--- src/rtl/core/gjct_conv.sv ---
`timescale 1ns / 1ps
`default_nettype none
// ----------------------------------------------------------------------------
// gjct_conv: Q16.16 to thousandths converter
// Multiplies by 1000 with shifts, truncates toward zero, saturates to int16.
// ----------------------------------------------------------------------------
module gjct_conv (
  input  logic signed [31:0] q,
  output logic signed [15:0] milli
);

  logic signed [41:0] qx;
  logic signed [41:0] p;
  logic signed [41:0] adj;
  logic signed [41:0] s;

  // 1000 = 1024 - 16 - 8
  assign qx  = 42'(q);
  assign p   = (qx <<< 10) - (qx <<< 4) - (qx <<< 3);
  assign adj = p + (p[41] ? 42'sd65535 : 42'sd0);
  assign s   = adj >>> 16;

  always_comb begin
    if (s > 42'sd32767) milli = 16'sh7FFF;
    else if (s < -42'sd32768) milli = 16'sh8000;
    else milli = s[15:0];
  end

endmodule
`default_nettype wire

--- config.mk ---
export PLATFORM = sky130hd
export DESIGN_NAME = gjct_conv
export DESIGN_NICKNAME = d
export VERILOG_FILES = /design/src/rtl/core/gjct_conv.sv
export SDC_FILE = /design/constraint.sdc
export NUM_CORES = 1
export LEC_CHECK = 0
export BUFFER_PORTS_ARGS = -buffer_cell sky130_fd_sc_hd__buf_2
export CELL_PAD_IN_SITES_DETAIL_PLACEMENT = 1
export CELL_PAD_IN_SITES_GLOBAL_PLACEMENT = 2
export CORE_MARGIN = 5
export CORE_UTILIZATION = 35
export DETAILED_ROUTE_END_ITERATION = 16
export GPL_ROUTABILITY_DRIVEN = 0
export PLACE_DENSITY = 0.79
export SLEW_MARGIN = 20
export SYNTH_ARGS = -nofsm -noshare
export SYNTH_HDL_FRONTEND = slang
export SYNTH_SLANG_ARGS = --single-unit
--- constraint.sdc ---
create_clock -name vclk -period 20.6
set_input_delay 4.12 -clock vclk [all_inputs]
set_output_delay 4.12 -clock vclk [all_outputs]
set_load 0.005 [all_outputs]
# ---- After elaboration in Yosys (flattened, before gate mapping)
# Cells that the tools add are included.
# W data, S select, Z words.
dict set report classes {
  add_sub_neg 3
  order_cmp 2
  n_mux 3
}
# operator count
set op_table {}
lappend op_table {{$mux W16} 3}
lappend op_table {{$add A42 B17 Y42} 1}
lappend op_table {{$sub A42 B35 Y42} 1}
lappend op_table {{$sub A42 B36 Y42} 1}
lappend op_table {{$gt A26 B16 Y1 const B} 1}
lappend op_table {{$lt A26 B16 Y1 const B} 1}
dict set report totals {
  reg_bits 0
  input_bits 32
  output_inout_bits 16
  word_cells 8
}

# ---- Longest topological paths before layout
dict set report depth {
  ltp_word 7
  mapped_depth 25
  mapped_depth_nobuf 22
}

# ---- Worst setup path after synthesis
# No wires, ideal clock.
dict set report synth_timing {
  kind {input to output}
  start {in q[0]}
  end {out milli[9]}
  t_arrival_ns 9.469
  required_time_ns 16.480
  slack_ns 7.011
  cell_stages 25
  n_path_buf 3
  path_cell_list {inv_1 fa_1 inv_1 ha_1 buf_2 a21oi_1 o21ai_0 a211oi_1 nand3_1 a21oi_1 ha_1 and3_1 nand3_1 nor4_1 o2111ai_1 a21oi_1 o21ai_0 or4_1 buf_6 nor3_1 xor2_1 o2111ai_1 o21ai_2 buf_4 o31ai_1}
}
dict set report synth_via {
  elab_chain_len 7
  word_cells_on_any_way 8
  classes_between {add/sub (3); order compare (2); mux (3)}
}
# item line_no
set synth_lines {}
lappend synth_lines {{from (decl)} 8} ;# input logic signed [31:0] q,
lappend synth_lines {{$sub A42 B36 Y42} 19} ;# assign p = (qx <<< 10) - (qx <<< 4) - (qx <<< 3);
lappend synth_lines {{$sub A42 B35 Y42 (*)} 19}
lappend synth_lines {{$mux W16} 20} ;# assign adj = p + (p[41] ? 42'sd65535 : 42'sd0);
lappend synth_lines {{$add A42 B17 Y42 (*)} 20}
lappend synth_lines {{$lt A26 B16 Y1} 25} ;# else if (s < -42'sd32768) milli = 16'sh8000;
lappend synth_lines {{$mux W16} 25}
lappend synth_lines {{$mux W16 (*)} 24} ;# if (s > 42'sd32767) milli = 16'sh7FFF;
lappend synth_lines {{to (decl)} 9} ;# output logic signed [15:0] milli
# Every way passes the cells marked *; elsewhere a longest branch is shown, timed or not.

# ---- Final worst setup path
dict set report layout_timing {
  start {in q[0]}
  end {out milli[3]}
}
# The elaborated chain is that of the path after synthesis.

==> qor.txt <==
min Tclk post-route -> 14.70 ns
final hold viol count -> 0
Max FO, Critical Path -> 15
pin count of the biggest net entering global routing -> 16
clock buffers -> 0
first-pass GRT wire length -> 25000 µm
core area -> 0.0127 mm²
ranking of synthesized cells by area -> ha_1 16%, fa_1 11%, a21oi_1 6.4%
YS warnings -> 0
Yosys cell types -> 74
vias after detailed routing -> 4803
setup violators final -> 0
post-CTS sizing -> 0
register area -> 0 µm²
NumNets Final -> 771
post-synth top area share -> 0.160
crit share post-route -> 0.714
top cell type by total area after synthesis -> ha_1
Layout fillers -> 1664
Setup Buffers After CTS -> 0
Post-Synthesis Cells -> 635
Slew HR -> 0.414
Seq/Total Area, Yosys -> 0
share of cells above drive strength 1 -> 0.128
VDD IR-drop max -> 0.0191 mV
total track usage -> 0.201
detailed placer's ending HPWL -> 13600 µm
setup_tns -> 0 ns
total power -> 0.000334 W
Die Area -> 0.0153 mm²
RSZ-0062 raised after global routing -> false
remaining global-route overflow -> 0
hold path depth -> 6
Initial DRC Count -> 273
Setup WS post-layout -> 5.90 ns
initial antenna violation count -> 0
drt first pass iters -> 4
Syn-to-layout area delta -> 6.72%
post-synth net total -> 750
Tightest Hold Check Type -> in2out
Worst Path Arrival -> 10.58 ns
power per cell area -> 69.2 mW/mm²
IO Pins -> 48
dpl ws -> 5.88 ns
Startpoint Class -> input pin
P_leak -> 2.02 nW
Die Width -> 124 µm
seq_cells -> 0
port bufs -> 48
CP required -> 16.48 ns
Crit. End Element -> output port
Worst-Margin Slew -> 0.876 ns
initial cell density of the core -> 0.357
Max-Cap Viols -> 0
Site Rows -> 41
n_diodes -> 0
final WL -> 15200 µm
Peak Freq -> 0.0680 GHz
syn avg cell area -> 7.12 µm²
most frequent cells in the layout -> 58 x a21oi_1, 58 x ha_1, 57 x nand2_1, 52 x inv_1, 48 x buf_2
Crit Path Category -> in2out
Antenna Nets Post-Route -> 0
Cell Area, Synth -> 0.00452 mm²
vias per cell -> 5.81
Remaining DRCs -> 0
outcome -> finished clean
vias in the first global route -> 4775
Wirelength per Cell -> 18.4 µm
Die Y -> 124 µm
Slew Viols, Final -> 0
hold buffers post-CTS -> 0
## per-layer routing
metal	routed length, µm	track usage
met4	10	0.00138
met5	0	0
met1	7800	0.313
met3	565	0.00454
met2	6850	0.328
## cells by family after synthesis
family / share of synthesized area
xor+xnor: 0.101
simple gates: 0.235
buf+inv: 0.0783
mux: 0.00941
fa+ha+maj: 0.271
compound gates: 0.305
## cell type report
type / instances / area, µm² / area share
repair buffers: 49 / 248 / 0.0513
inverters: 52 / 195 / 0.0404
multi-input cells: 553 / 4170 / 0.864
well taps: 172 / 215 / 0.0446
## worst max-delay path, stage by stage
cell       delay, ns
buf_2           0.15
inv_1           0.14
fa_1            0.55
inv_1           0.04
ha_1            0.42
a21oi_1         0.32
o21ai_0         0.19
a211oi_1        0.42
nand3_1         0.17
a21oi_1         0.15
buf_4           0.23
ha_1            0.21
and3_1          0.18
nand3_1         0.10
nor4_1          0.34
o2111ai_1       0.16
a21oi_1         0.17
o21ai_0         0.20
or4_1           0.75
nor3_1          0.27
xor2_1          0.17
o2111ai_1       0.14
o21ai_2         0.58
o21ai_0         0.21
buf_2           0.18
## where the power goes
group | internal, W | switching, W
Combinational | 0.000122 | 0.000212
Sequential | 0 | 0
Clock | 0 | 0
## Yosys cell counts (all sizes together), types with 4 or more instances
master   instances
or4              4
o21a            10
o21ai           60
xnor2           25
inv             52
ha              58
nor3            21
and3             9
a31oi            5
fa              25
a21oi           60
xor2            25
a221oi           4
nand2           57
nand3           20
o211ai           7
clkbuf          15
o21bai           4
o2111ai          8
a21o             6
o31ai            5
or3              4
nor4            13
buf             15
nand4           21
nor2            44
a211oi          11
or2              4
## path summary, 6_finish.rpt
path	from	to	slack, ns
worst max-delay path	q[0]	milli[3]	5.90
worst min-delay path	q[29]	milli[15]	9.05
## metrics by stage
stage | utilization | hold slack (ns) | instances | instance area (µm²)
final | 0.381 | 9.05 | 826 | 4830
after global routing | 0.381 | 9.11 | 826 | 4830
after CTS | 0.381 | 9.06 | 826 | 4830
after detailed placement | 0.381 | 9.06 | 826 | 4830
after global placement | 0.381 | 9.05 | 826 | 4830
after floorplan | - | 8.69 | 635 | 4520
Power figures use the tool's default switching activity.
