--- config.mk ---
export PLATFORM = sky130hd
export DESIGN_NAME = gjct_alu
export DESIGN_NICKNAME = d
export VERILOG_FILES = /design/src/rtl/core/gjct_pkg.sv /design/src/rtl/core/gjct_alu.sv
export SDC_FILE = /design/constraint.sdc
export NUM_CORES = 1
export LEC_CHECK = 0
export BUFFER_PORTS_ARGS = -buffer_cell sky130_fd_sc_hd__buf_4
export CORE_ASPECT_RATIO = 0.7
export CORE_UTILIZATION = 36
export DETAILED_ROUTE_END_ITERATION = 10
export HOLD_SLACK_MARGIN = 0.12
export PLACE_DENSITY = 0.55
export SLEW_MARGIN = 20
export SYNTH_ARGS = -nofsm -noshare
export SYNTH_HDL_FRONTEND = slang
export SYNTH_SLANG_ARGS = --single-unit
export TNS_END_PERCENT = 5
--- constraint.sdc ---
create_clock -name clk -period 7.58 [get_ports clk]
set_input_delay 0.758 -clock clk [delete_from_list [all_inputs] [get_ports clk]]
set_output_delay 0.758 -clock clk [all_outputs]
set_load 0.005 [all_outputs]
--- src/rtl/core/gjct_pkg.sv ---
`timescale 1ns / 1ps
`default_nettype none
// ----------------------------------------------------------------------------
// gjct_pkg: shared types and constants of the gesture jog / cubic core
// Fixed-point limits, gesture and opcode codes, and the request/response
// bundles between the sequencer and the shared arithmetic unit.
// ----------------------------------------------------------------------------
package gjct_pkg;

  localparam int NUM_JOINTS = 5;
  localparam int NUM_MACROS = 3;

  // Opcodes of an input item
  localparam logic [1:0] OP_GESTURE = 2'd0;
  localparam logic [1:0] OP_LOAD    = 2'd1;
  localparam logic [1:0] OP_TICK    = 2'd2;

  // Gesture codes
  localparam logic [2:0] G_UNKNOWN  = 3'd0;
  localparam logic [2:0] G_REST     = 3'd1;
  localparam logic [2:0] G_FIST     = 3'd2;
  localparam logic [2:0] G_SPREAD   = 3'd3;
  localparam logic [2:0] G_WAVE_IN  = 3'd4;
  localparam logic [2:0] G_WAVE_OUT = 3'd5;
  localparam logic [2:0] G_PINKY    = 3'd6;

  // Modes
  localparam logic [2:0] MODE_OFF    = 3'd0;
  localparam logic [2:0] MODE_JOG_A  = 3'd1;
  localparam logic [2:0] MODE_JOG_B  = 3'd2;
  localparam logic [2:0] MODE_RECORD = 3'd3;
  localparam logic [2:0] MODE_PLAY   = 3'd4;

  // Vibrate codes
  localparam logic [1:0] VIB_NONE  = 2'd0;
  localparam logic [1:0] VIB_MODE  = 2'd1;
  localparam logic [1:0] VIB_MACRO = 2'd2;

  // Configuration register indexes
  localparam logic REG_JOG_STEP    = 1'b0;
  localparam logic REG_UPDATE_RATE = 1'b1;

  localparam logic [16:0] JOG_STEP_RST    = 17'd655;
  localparam logic [9:0]  UPDATE_RATE_RST = 10'd10;

  // Q16.16 joint limits
  localparam logic signed [31:0] LIM_J1  = 32'sd124518;
  localparam logic signed [31:0] LIM_J2  = 32'sd114324;
  localparam logic signed [31:0] LIM_J34 = 32'sd102892;

  localparam logic [31:0] LOCKOUT_MS = 32'd1000;
  localparam logic [31:0] MS_PER_S   = 32'd1000;
  localparam logic [31:0] TF_MIN     = 32'h0002_0000;

  typedef enum logic {ALU_MUL = 1'b0, ALU_DIV = 1'b1} alu_op_t;

  typedef struct packed {
    logic               start;
    alu_op_t            op;
    logic signed [63:0] a;
    logic [31:0]        b;
  } alu_req_t;

  typedef struct packed {
    logic               done;
    logic signed [63:0] res;
  } alu_rsp_t;

  // Saturate a 64-bit signed value to int32
  function automatic logic signed [31:0] sat32(input logic signed [63:0] v);
    logic signed [31:0] r;
    if (v > 64'sd2147483647) r = 32'sh7FFF_FFFF;
    else if (v < -64'sd2147483648) r = 32'sh8000_0000;
    else r = v[31:0];
    return r;
  endfunction

endpackage
`default_nettype wire

--- src/rtl/core/gjct_alu.sv ---
`timescale 1ns / 1ps
`default_nettype none
// ----------------------------------------------------------------------------
// gjct_alu: shared multiply / divide unit
// Sign-magnitude, one bit per cycle. MUL gives (a*b)/65536 and DIV gives a/b,
// both truncated toward zero; b is an unsigned divisor or multiplier.
// ----------------------------------------------------------------------------
module gjct_alu (
  input  logic                clk,
  input  logic                rst_n,
  input  gjct_pkg::alu_req_t  req,
  output gjct_pkg::alu_rsp_t  rsp
);

  localparam logic [6:0] MUL_STEPS = 7'd32;
  localparam logic [6:0] DIV_STEPS = 7'd64;

  logic               busy_r;
  logic               done_r;
  gjct_pkg::alu_op_t  op_r;
  logic               neg_r;
  logic [6:0]         cnt_r;
  logic [63:0]        acc_r;
  logic [63:0]        x_r;
  logic [31:0]        y_r;
  logic [31:0]        rem_r;
  logic signed [63:0] res_r;

  logic [63:0] mag_a;
  logic [32:0] sh;
  logic        ge;
  logic [63:0] mag_res;

  assign mag_a   = req.a[63] ? 64'(-req.a) : 64'(req.a);
  assign sh      = {rem_r, acc_r[63]};
  assign ge      = sh >= {1'b0, y_r};
  assign mag_res = (op_r == gjct_pkg::ALU_MUL) ? {16'b0, acc_r[63:16]} : acc_r;

  // Run one bit of the operation per cycle
  always_ff @(posedge clk) begin
    if (!rst_n) begin
      busy_r <= 1'b0;
      done_r <= 1'b0;
    end else begin
      done_r <= 1'b0;
      if (!busy_r && req.start) begin
        busy_r <= 1'b1;
        op_r   <= req.op;
        neg_r  <= req.a[63];
        y_r    <= req.b;
        rem_r  <= '0;
        if (req.op == gjct_pkg::ALU_MUL) begin
          acc_r <= '0;
          x_r   <= mag_a;
          cnt_r <= MUL_STEPS;
        end else begin
          acc_r <= mag_a;
          x_r   <= '0;
          cnt_r <= DIV_STEPS;
        end
      end else if (busy_r) begin
        if (cnt_r == 7'd0) begin
          busy_r <= 1'b0;
          done_r <= 1'b1;
          res_r  <= neg_r ? -$signed(mag_res) : $signed(mag_res);
        end else begin
          cnt_r <= cnt_r - 7'd1;
          if (op_r == gjct_pkg::ALU_MUL) begin
            if (y_r[0]) acc_r <= acc_r + x_r;
            x_r <= {x_r[62:0], 1'b0};
            y_r <= {1'b0, y_r[31:1]};
          end else begin
            rem_r <= ge ? 32'(sh - {1'b0, y_r}) : sh[31:0];
            acc_r <= {acc_r[62:0], ge};
          end
        end
      end
    end
  end

  assign rsp.done = done_r;
  assign rsp.res  = res_r;

endmodule
`default_nettype wire

# Yosys cells after proc, flatten, opt, wreduce, memory -nomap -nowiden
# Cells that the tools add are included.
word_totals:
  mem_bits_rw: 0
  register_bits: 267
  romBits: 0
  latch_bits: 0
  input_bits: 100
  mem_count: 0
classes:
  bitwise: 3
  div_mod_pow: 0
  muxes: 30
  n_lt_le_gt_ge: 1
  eq_ne: 2
  add_sub_neg: 5
  n_reduce_logical: 13
  n_mul: 0
  shifts: 0
op_table:
  columns: ["op", "n"]
  rows:
  - ["$mux W64", 14]
  - ["$mux W32", 8]
  - ["$neg A64 Y64", 2]
  - ["$add A64 B64 Y64", 1]
  - ["$ge A33 B32 Y1", 1]
  - ["$sub A32 B32 Y32", 1]
  - ["$mux W7", 4]
  - ["$reduce_and A4 Y1", 4]
  - ["$logic_not A7 Y1", 1]
  - ["$sub A7 B1 Y7 const B", 1]
  - ["$mux W1", 4]
  - ["$reduce_bool A2 Y1", 2]
  - ["$not A1 Y1", 3]
  - ["$reduce_and A3 Y1", 1]
  - ["$reduce_bool A3 Y1", 1]
  - ["$reduce_or A3 Y1", 1]
  - ["$ne A2 B1 Y1 const B", 1]
  - ["$ne A2 B2 Y1 const B", 1]
  - ["$reduce_and A2 Y1", 1]
  - ["$logic_and A1 B1 Y1", 1]
  - ["$logic_not A1 Y1", 1]

# Longest topological paths before layout
# Gate-level depths: netlist of run 1.
logic_depth:
  word_depth: 6
  ltp_mapped: 20

# Worst setup path before layout of run 1
# Ideal clock, no wire load.
synth_timing:
  path_kind: "register -> register"
  from: "reg op_r"
  to: "reg x_r[0] (enable)"
  t_arrival_ps: 5426
  stages_incl_launch_ff: 9
  synth_period_minus_slack_ps: 5977
  setup_slack_ps: 1603
  t_required_ps: 7029
  setup_ps: 551
  cell_sequence: "edfxtp_1 -> buf_6 -> buf_12 -> buf_6 -> inv_1 -> clkbuf_1 -> nor2_1 -> clkbuf_1 -> nor2_1"
synth_between:
  elab_chain_cells: 2
synth_lines:
  columns: ["item", "line_no", "rtl"]
  rows:
  - ["start: declaration", "gjct_alu.sv:20", "gjct_pkg::alu_op_t op_r;"]
  - ["start signal: assignment", "gjct_alu.sv:48", "op_r <= req.op;"]
  - ["$ne A2 B1 Y1 (no line)", null, null]
  - ["$reduce_and A4 Y1 (no line)", null, null]
  - ["end signal: assignment", "gjct_alu.sv:54", "x_r <= mag_a;"]
  - ["end signal: assignment", "gjct_alu.sv:70", "x_r <= {x_r[62:0], 1'b0};"]
  - ["end: declaration", "gjct_alu.sv:24", "logic [63:0] x_r;"]
# No other way between the ends.
# A chain may end at the register's enable or synchronous reset.

# Worst setup path after layout of run 1
layout_timing:
  from: "reg op_r"
  to: "reg res_r[63] (data pin)"
layout_between:
  elab_chain_cells: 3
layout_lines:
  columns: ["item", "line_no", "rtl"]
  rows:
  - ["$mux W64 (*)", "gjct_alu.sv:37", "assign mag_res = (op_r == gjct_pkg::ALU_MUL) ? {16'b0, acc_r[63:16]} : acc_r;"]
  - ["$neg A64 Y64", "gjct_alu.sv:65", "res_r <= neg_r ? -$signed(mag_res) : $signed(mag_res);"]
  - ["$mux W64 (*)", "gjct_alu.sv:65", null]
  - ["end signal: assignment", "gjct_alu.sv:65", null]
  - ["end: declaration", "gjct_alu.sv:27", "logic signed [63:0] res_r;"]
# Every way passes the cells marked *; elsewhere a longest branch is shown, timed or not.

==> results of run 1 <==
## registers in the layout (all words and copies together), names as in the netlist
signal / flops
busy_r: 1
res_r: 64
rem_r: 32
y_r: 32
op_r: 1
acc_r: 64
x_r: 64
cnt_r: 7
done_r: 1
neg_r: 1
## path summary, 6_finish.rpt
path / to / slack [ns] / depth (start not counted)
hold / removal: y_r[27]$_DFFE_PP_ / 0.44 / 3
setup reg to reg: res_r[63]$_DFFE_PP_ / 2.97 / 11
setup / recovery: res_r[63]$_DFFE_PP_ / 2.97 / 11
hold reg to reg: x_r[6]$_DFFE_PP_ / 0.56 / 2
## metrics by stage
step	setup slack (ns)	power, mW	hold slack, ns	util (%)
floorplan	1.60	2.75	0.454	-
global placement	3.10	3.12	0.546	39.8
detailed placement	3.12	3.13	0.557	39.8
CTS	3.11	4.71	0.411	41.7
global route	2.68	4.92	0.433	41.7
finish	2.97	4.70	0.441	41.7
## routing by layer
| layer | wire length [um] | vias to the layer above |
|---|---|---|
| met5 | 22 | - |
| met4 | 913 | 4 |
| met3 | 6700 | 65 |
| met2 | 26500 | 747 |
| met1 | 32300 | 8559 |
| li1 | - | 8436 |
## power breakdown
part / switching [mW] / leakage (nW) / internal [mW] / total (mW)
Combinational: 0.765 / 5.90 / 0.483 / 1.25
Clock: 0.656 / 0.503 / 0.915 / 1.57
Sequential: 0.121 / 2.49 / 1.76 / 1.88
## worst register-to-register path: stages (launching register included)
cell and delay, ns:
edfxtp_1 0.35, buf_4 0.63, nor3b_1 0.76, o211ai_1 0.37
nor4_4 0.47, o2111ai_2 0.33, or4_4 0.63, nor2_2 0.12
nand2_2 0.13, and2_1 0.31, a21oi_1 0.17, a31oi_1 0.06
## layout make-up
cell class	instances	area, sq um
flip-flops and latches	267	8000
clock buffers	33	783
inverters	68	255
fillers	5491	32300
clock inverters	22	249
multi-input cells	1748	11500
well taps	740	926
repair buffers	188	1410
## cells in the mapped netlist, types with 16 or more instances
cell type,instances
nand2_1,231
o221ai_1,18
mux2i_1,71
a31oi_1,18
xnor2_1,80
a21o_1,56
o22ai_1,35
o31ai_1,35
nor3_1,48
nor2_1,176
xor2_1,115
inv_1,68
a21oi_1,186
nor4_1,16
edfxtp_1,265
nand2b_1,16
nand3_1,39
nand4_1,30
o21bai_1,20
clkbuf_1,115
ha_1,99
or3_1,18
or4_1,18
o21ai_0,204
## cell families (layout without fill, tap and decap cells)
logic type	after synthesis	count (layout)	synth area share (%)
AND/OR/NAND/NOR	676	676	16.3
AO/OA/AOI/OAI	695	695	21.3
buffers and inverters	208	311	4.11
XOR/XNOR	195	195	8.42
multiplexers	81	81	4.13
flip-flops	267	267	39.4
adder cells (fa/ha/maj)	101	101	6.31
==> flow_metrics.env, run 1 <==
export IMPL_clk_latency_ns=0.61
export IMPL_ios=165
export IMPL_synth_flop_cell="edfxtp_1"
export IMPL_end_kind="flop"
export IMPL_syn_area_per_cell_sq_um=9.12
export IMPL_min_period_ns=4.61
export IMPL_cts_tree="done"
export IMPL_areaGrowthSynthToFinish_pct=14.0
export IMPL_grt_busiest_layer="met1"
export IMPL_maxSlewHeadroom_pct=34.9
export IMPL_final_setup_tns_ns=0
export IMPL_first_global_vias=16700
export IMPL_core_area_sq_um=55400
export IMPL_cpPeakStageDelay_ns=0.74
export IMPL_ctsRootBufferMaster="clkbuf_16"
export IMPL_cp_required_ns=7.89
export IMPL_synth_top_area_share_pct=39.2
export IMPL_crit_start="op_r$_DFFE_PP_"
export IMPL_antenna_cells=0
export IMPL_crit_fanout=69
export IMPL_routed_wl_um=66500
export IMPL_place_area_sq_um=22100
export IMPL_drc_errors=0
export IMPL_nets=2505
export IMPL_ys_seq_elements=267
export IMPL_r2r_start="op_r$_DFFE_PP_"
export IMPL_port_buffer_count=164
export IMPL_clkSinkCount=267
export IMPL_finalSetupViolCount=0
export IMPL_grt_overflow=0
export IMPL_vias_per_cell=5.81
export IMPL_ys_top_cells_by_area="edfxtp_1 (39%), ha_1 (6.1%), o21ai_0 (5.0%)"
export IMPL_die_w_um=286
export IMPL_powerDensity_nw_per_um2=203
export IMPL_status="finished, final reports clean"
export IMPL_synth_area_sq_um=20300
export IMPL_hold_violations=0
export IMPL_postSynth_asyncResetShare_pct=0
export IMPL_layout_common_cells="edfxtp_1 (265), nand2_1 (230), o21ai_0 (204)"
export IMPL_antenna_found_initial=2
export IMPL_cp_start_kind="flop"
export IMPL_drt_iter0_drc=1896
export IMPL_hold_start="req[27]"
export IMPL_maxCapViolCount=0
export IMPL_p_leak_nw=8.89
export IMPL_htree_levels=1
export IMPL_post_drt_wl_per_cell_um=21.7
export IMPL_fin_area_sq_um=23100
export IMPL_fmax_ghz=0.217
export IMPL_clk_pin_slew_ns=0.06
export IMPL_worst_path_buf_inv=1
export IMPL_grt_max_degree=89
export IMPL_ys_types=87
export IMPL_initial_utilization_pct=36.6
export IMPL_yosys_warnings=0
export IMPL_fin_skew_ns=0.0261
export IMPL_worstSetupPathType="flop to flop"
export IMPL_layout_commonest_cell="edfxtp_1"
export IMPL_hold_path_class="input pin to flop"
export IMPL_die_h_um=201
export IMPL_cts_buffer_depth=3
export IMPL_dp_hpwl_um=49600
export IMPL_post_cts_buffers=0
export IMPL_rsz0062_at_grt="no"
export IMPL_cp_top_family="simple AND/OR/NAND/NOR gates"
export IMPL_final_cells=3066
export IMPL_vias=17800
export IMPL_cp_slowest_cell="nor3b_1"
export IMPL_post_cts_resized=0
export IMPL_grt_use_met2_pct=31.7
export IMPL_synth_area_leader_cell="edfxtp_1"
export IMPL_drtPass1Iterations=6
export IMPL_die_area_sq_um=57300
export IMPL_vdd_ir_drop_worst_uv=185
export IMPL_ant_nets=0
export IMPL_use_met3_pct=5.24
export IMPL_synth_cells=2223
export IMPL_dp_cells=3011
export IMPL_worstPathArrival_ns=4.91
export IMPL_path_cells="buf_4, nor3b_1, o211ai_1, nor4_4, o2111ai_2, or4_4, nor2_2, nand2_2, and2_1, a21oi_1, a31oi_1"
export IMPL_track_usage_pct=22.8
export IMPL_drive_above_1_share_pct=12.8
export IMPL_cts_made_buffers=31
export IMPL_hold_buffers=0
export IMPL_place_congestion=0.959
export IMPL_synth_edf_count=265
export IMPL_rows=72
export IMPL_synth_nets=2424
export IMPL_synth_seq_area_share_pct=39.4
export IMPL_grt_first_pass_wirelength_um=102000
export IMPL_grt_use_met1_pct=35.7
export IMPL_fin_crit_sh_pct=60.8
export IMPL_tightestPinTransition_ns=0.977
export IMPL_drv_slew=0
No activity file was read; power rests on OpenSTA's default activity.
==> inputs of run 2 (changes only) <==
==> constraint.sdc (replaced) <==
create_clock -name clk -period 4.7 [get_ports clk]
set_input_delay 0.47 -clock clk [delete_from_list [all_inputs] [get_ports clk]]
set_output_delay 0.47 -clock clk [all_outputs]
set_load 0.005 [all_outputs]
==> flow_metrics.env, run 2 (synthesis gave the netlist of run 1 again) <==
export IMPL_status="finished, final reports clean"
export IMPL_fin_crit_sh_pct=83.3
export IMPL_ios=165
export IMPL_drt_iter0_drc=1684
export IMPL_drtPass1Iterations=5
export IMPL_antenna_found_initial=1
export IMPL_fin_skew_ns=0.0265
export IMPL_initial_utilization_pct=36.6
export IMPL_dp_hpwl_um=49700
export IMPL_ant_nets=0
export IMPL_r2r_setup_slack_ns=0.78
export IMPL_layout_common_cells="edfxtp_1 (265), nand2_1 (230), o21ai_0 (204), buf_4 (204), a21oi_1 (186)"
export IMPL_drv_slew=0
export IMPL_reg_top3="acc_r: 64 flops, res_r: 64 flops, x_r: 64 flops"
export IMPL_cts_buffer_depth=3
export IMPL_crit_path_end="res_r[63]$_DFFE_PP_"
export IMPL_antenna_cells=0
export IMPL_die_w_um=286
export IMPL_worstPathArrival_ns=4.24
export IMPL_min_period_ns=3.92
export IMPL_vdd_ir_drop_worst_uv=315
export IMPL_grt_use_met2_pct=32.0
export IMPL_post_cts_buffers=0
export IMPL_place_congestion=0.969
export IMPL_grt_first_pass_wirelength_um=102000
export IMPL_powerDensity_nw_per_um2=325
export IMPL_vias_per_cell=5.75
export IMPL_worstSetupPathType="flop to flop"
export IMPL_grt_busiest_layer="met1"
export IMPL_clk_pin_slew_ns=0.06
export IMPL_die_h_um=201
export IMPL_tightestPinTransition_ns=0.909
export IMPL_cp_required_ns=5.02
export IMPL_areaGrowthSynthToFinish_pct=14.7
export IMPL_grt_overflow=0
export IMPL_drc_errors=0
export IMPL_r2r_start="op_r$_DFFE_PP_"
export IMPL_dp_cells=3029
export IMPL_track_usage_pct=22.8
export IMPL_dp_slack_ns=0.730
export IMPL_regArea_sq_um=8000
export IMPL_die_area_sq_um=57300
export IMPL_final_util_pct=42.0
export IMPL_whs_ns=0.163
export IMPL_rsz0062_at_grt="no"
export IMPL_crit_fanout=50
export IMPL_crit_start="op_r$_DFFE_PP_"
export IMPL_maxSlewHeadroom_pct=39.4
export IMPL_routed_wl_um=66500
export IMPL_cts_tree="done"
export IMPL_post_cts_resized=0
export IMPL_core_area_sq_um=55400
export IMPL_setup_ws_ns=0.783
export IMPL_fin_area_sq_um=23300
export IMPL_fmax_ghz=0.255
export IMPL_drive_above_1_share_pct=13.3
export IMPL_ctsRootBufferMaster="clkbuf_16"
export IMPL_post_drt_wl_per_cell_um=21.6
export IMPL_htree_levels=1
export IMPL_cp_start_kind="flop"
export IMPL_place_area_sq_um=22200
export IMPL_hold_path_class="input pin to flop"
export IMPL_grt_max_degree=90
export IMPL_hold_violations=0
export IMPL_maxCapViolCount=0
export IMPL_clk_latency_ns=0.60
export IMPL_reg2regPathDepth=11
export IMPL_end_kind="flop"
export IMPL_rows=72
export IMPL_clkSinkCount=267
export IMPL_vias=17700
export IMPL_fin_total_pwr_mw=7.57
export IMPL_finalSetupViolCount=0
export IMPL_layout_commonest_cell="edfxtp_1"
export IMPL_p_leak_nw=8.97
export IMPL_multi_input_area_sq_um=11500
export IMPL_hold_buffers=0
export IMPL_cts_made_buffers=30
export IMPL_final_cells=3084
export IMPL_grt_use_met1_pct=34.9
export IMPL_nFillCells=5448
export IMPL_r2r_end="res_r[63]$_DFFE_PP_"
export IMPL_nets=2522
export IMPL_port_buffer_count=164
export IMPL_first_global_vias=16900
export IMPL_final_setup_tns_ns=0
export IMPL_use_met3_pct=5.82
## run 2: power breakdown
group	switching, mW	internal, mW
Combinational	1.27	0.796
Clock	1.02	1.47
Sequential	0.165	2.84
Total	2.46	5.10
## run 2: worst max-delay path, cell delays in order, from the launching register on
cell and delay [ns]:
edfxtp_1 0.64, buf_12 0.31, nor3b_1 0.42, o221ai_2 0.21
nor4b_4 0.40, o2111ai_2 0.30, or4_4 0.62, nor2_2 0.11
nand2_2 0.12, and2_1 0.29, a21oi_1 0.16, a31oi_1 0.05
## run 2: layer usage
metal  vias up  wire, um
li1       8453         -
met1      8496     32600
met2       696     26400
met3        81      6270
met4         2      1180
met5         -         9
## run 2: how the worst min path moves through the flow
stage	startpoint	endpoint	slack, ns	depth (start not counted)
floorplan	busy_r$_SDFF_PN0_	done_r$_SDFF_PP0_	0.45	2
global placement	x_r[19]$_DFFE_PP_	x_r[20]$_DFFE_PP_	0.55	2
detailed placement	x_r[3]$_DFFE_PP_	x_r[4]$_DFFE_PP_	0.56	2
CTS	req[21]	y_r[21]$_DFFE_PP_	0.14	3
global route	req[12]	y_r[12]$_DFFE_PP_	0.16	3
finish	req[23]	y_r[23]$_DFFE_PP_	0.16	3
## run 2: area by class of cell
cell class                 instances  area share [%]
clock buffer                      34            3.38
tap                              740            3.98
clock inverter                    21           0.979
sequential                       267            34.4
inverter                          68            1.10
timing repair buffer             206            6.76
multi-input combinational       1748            49.4
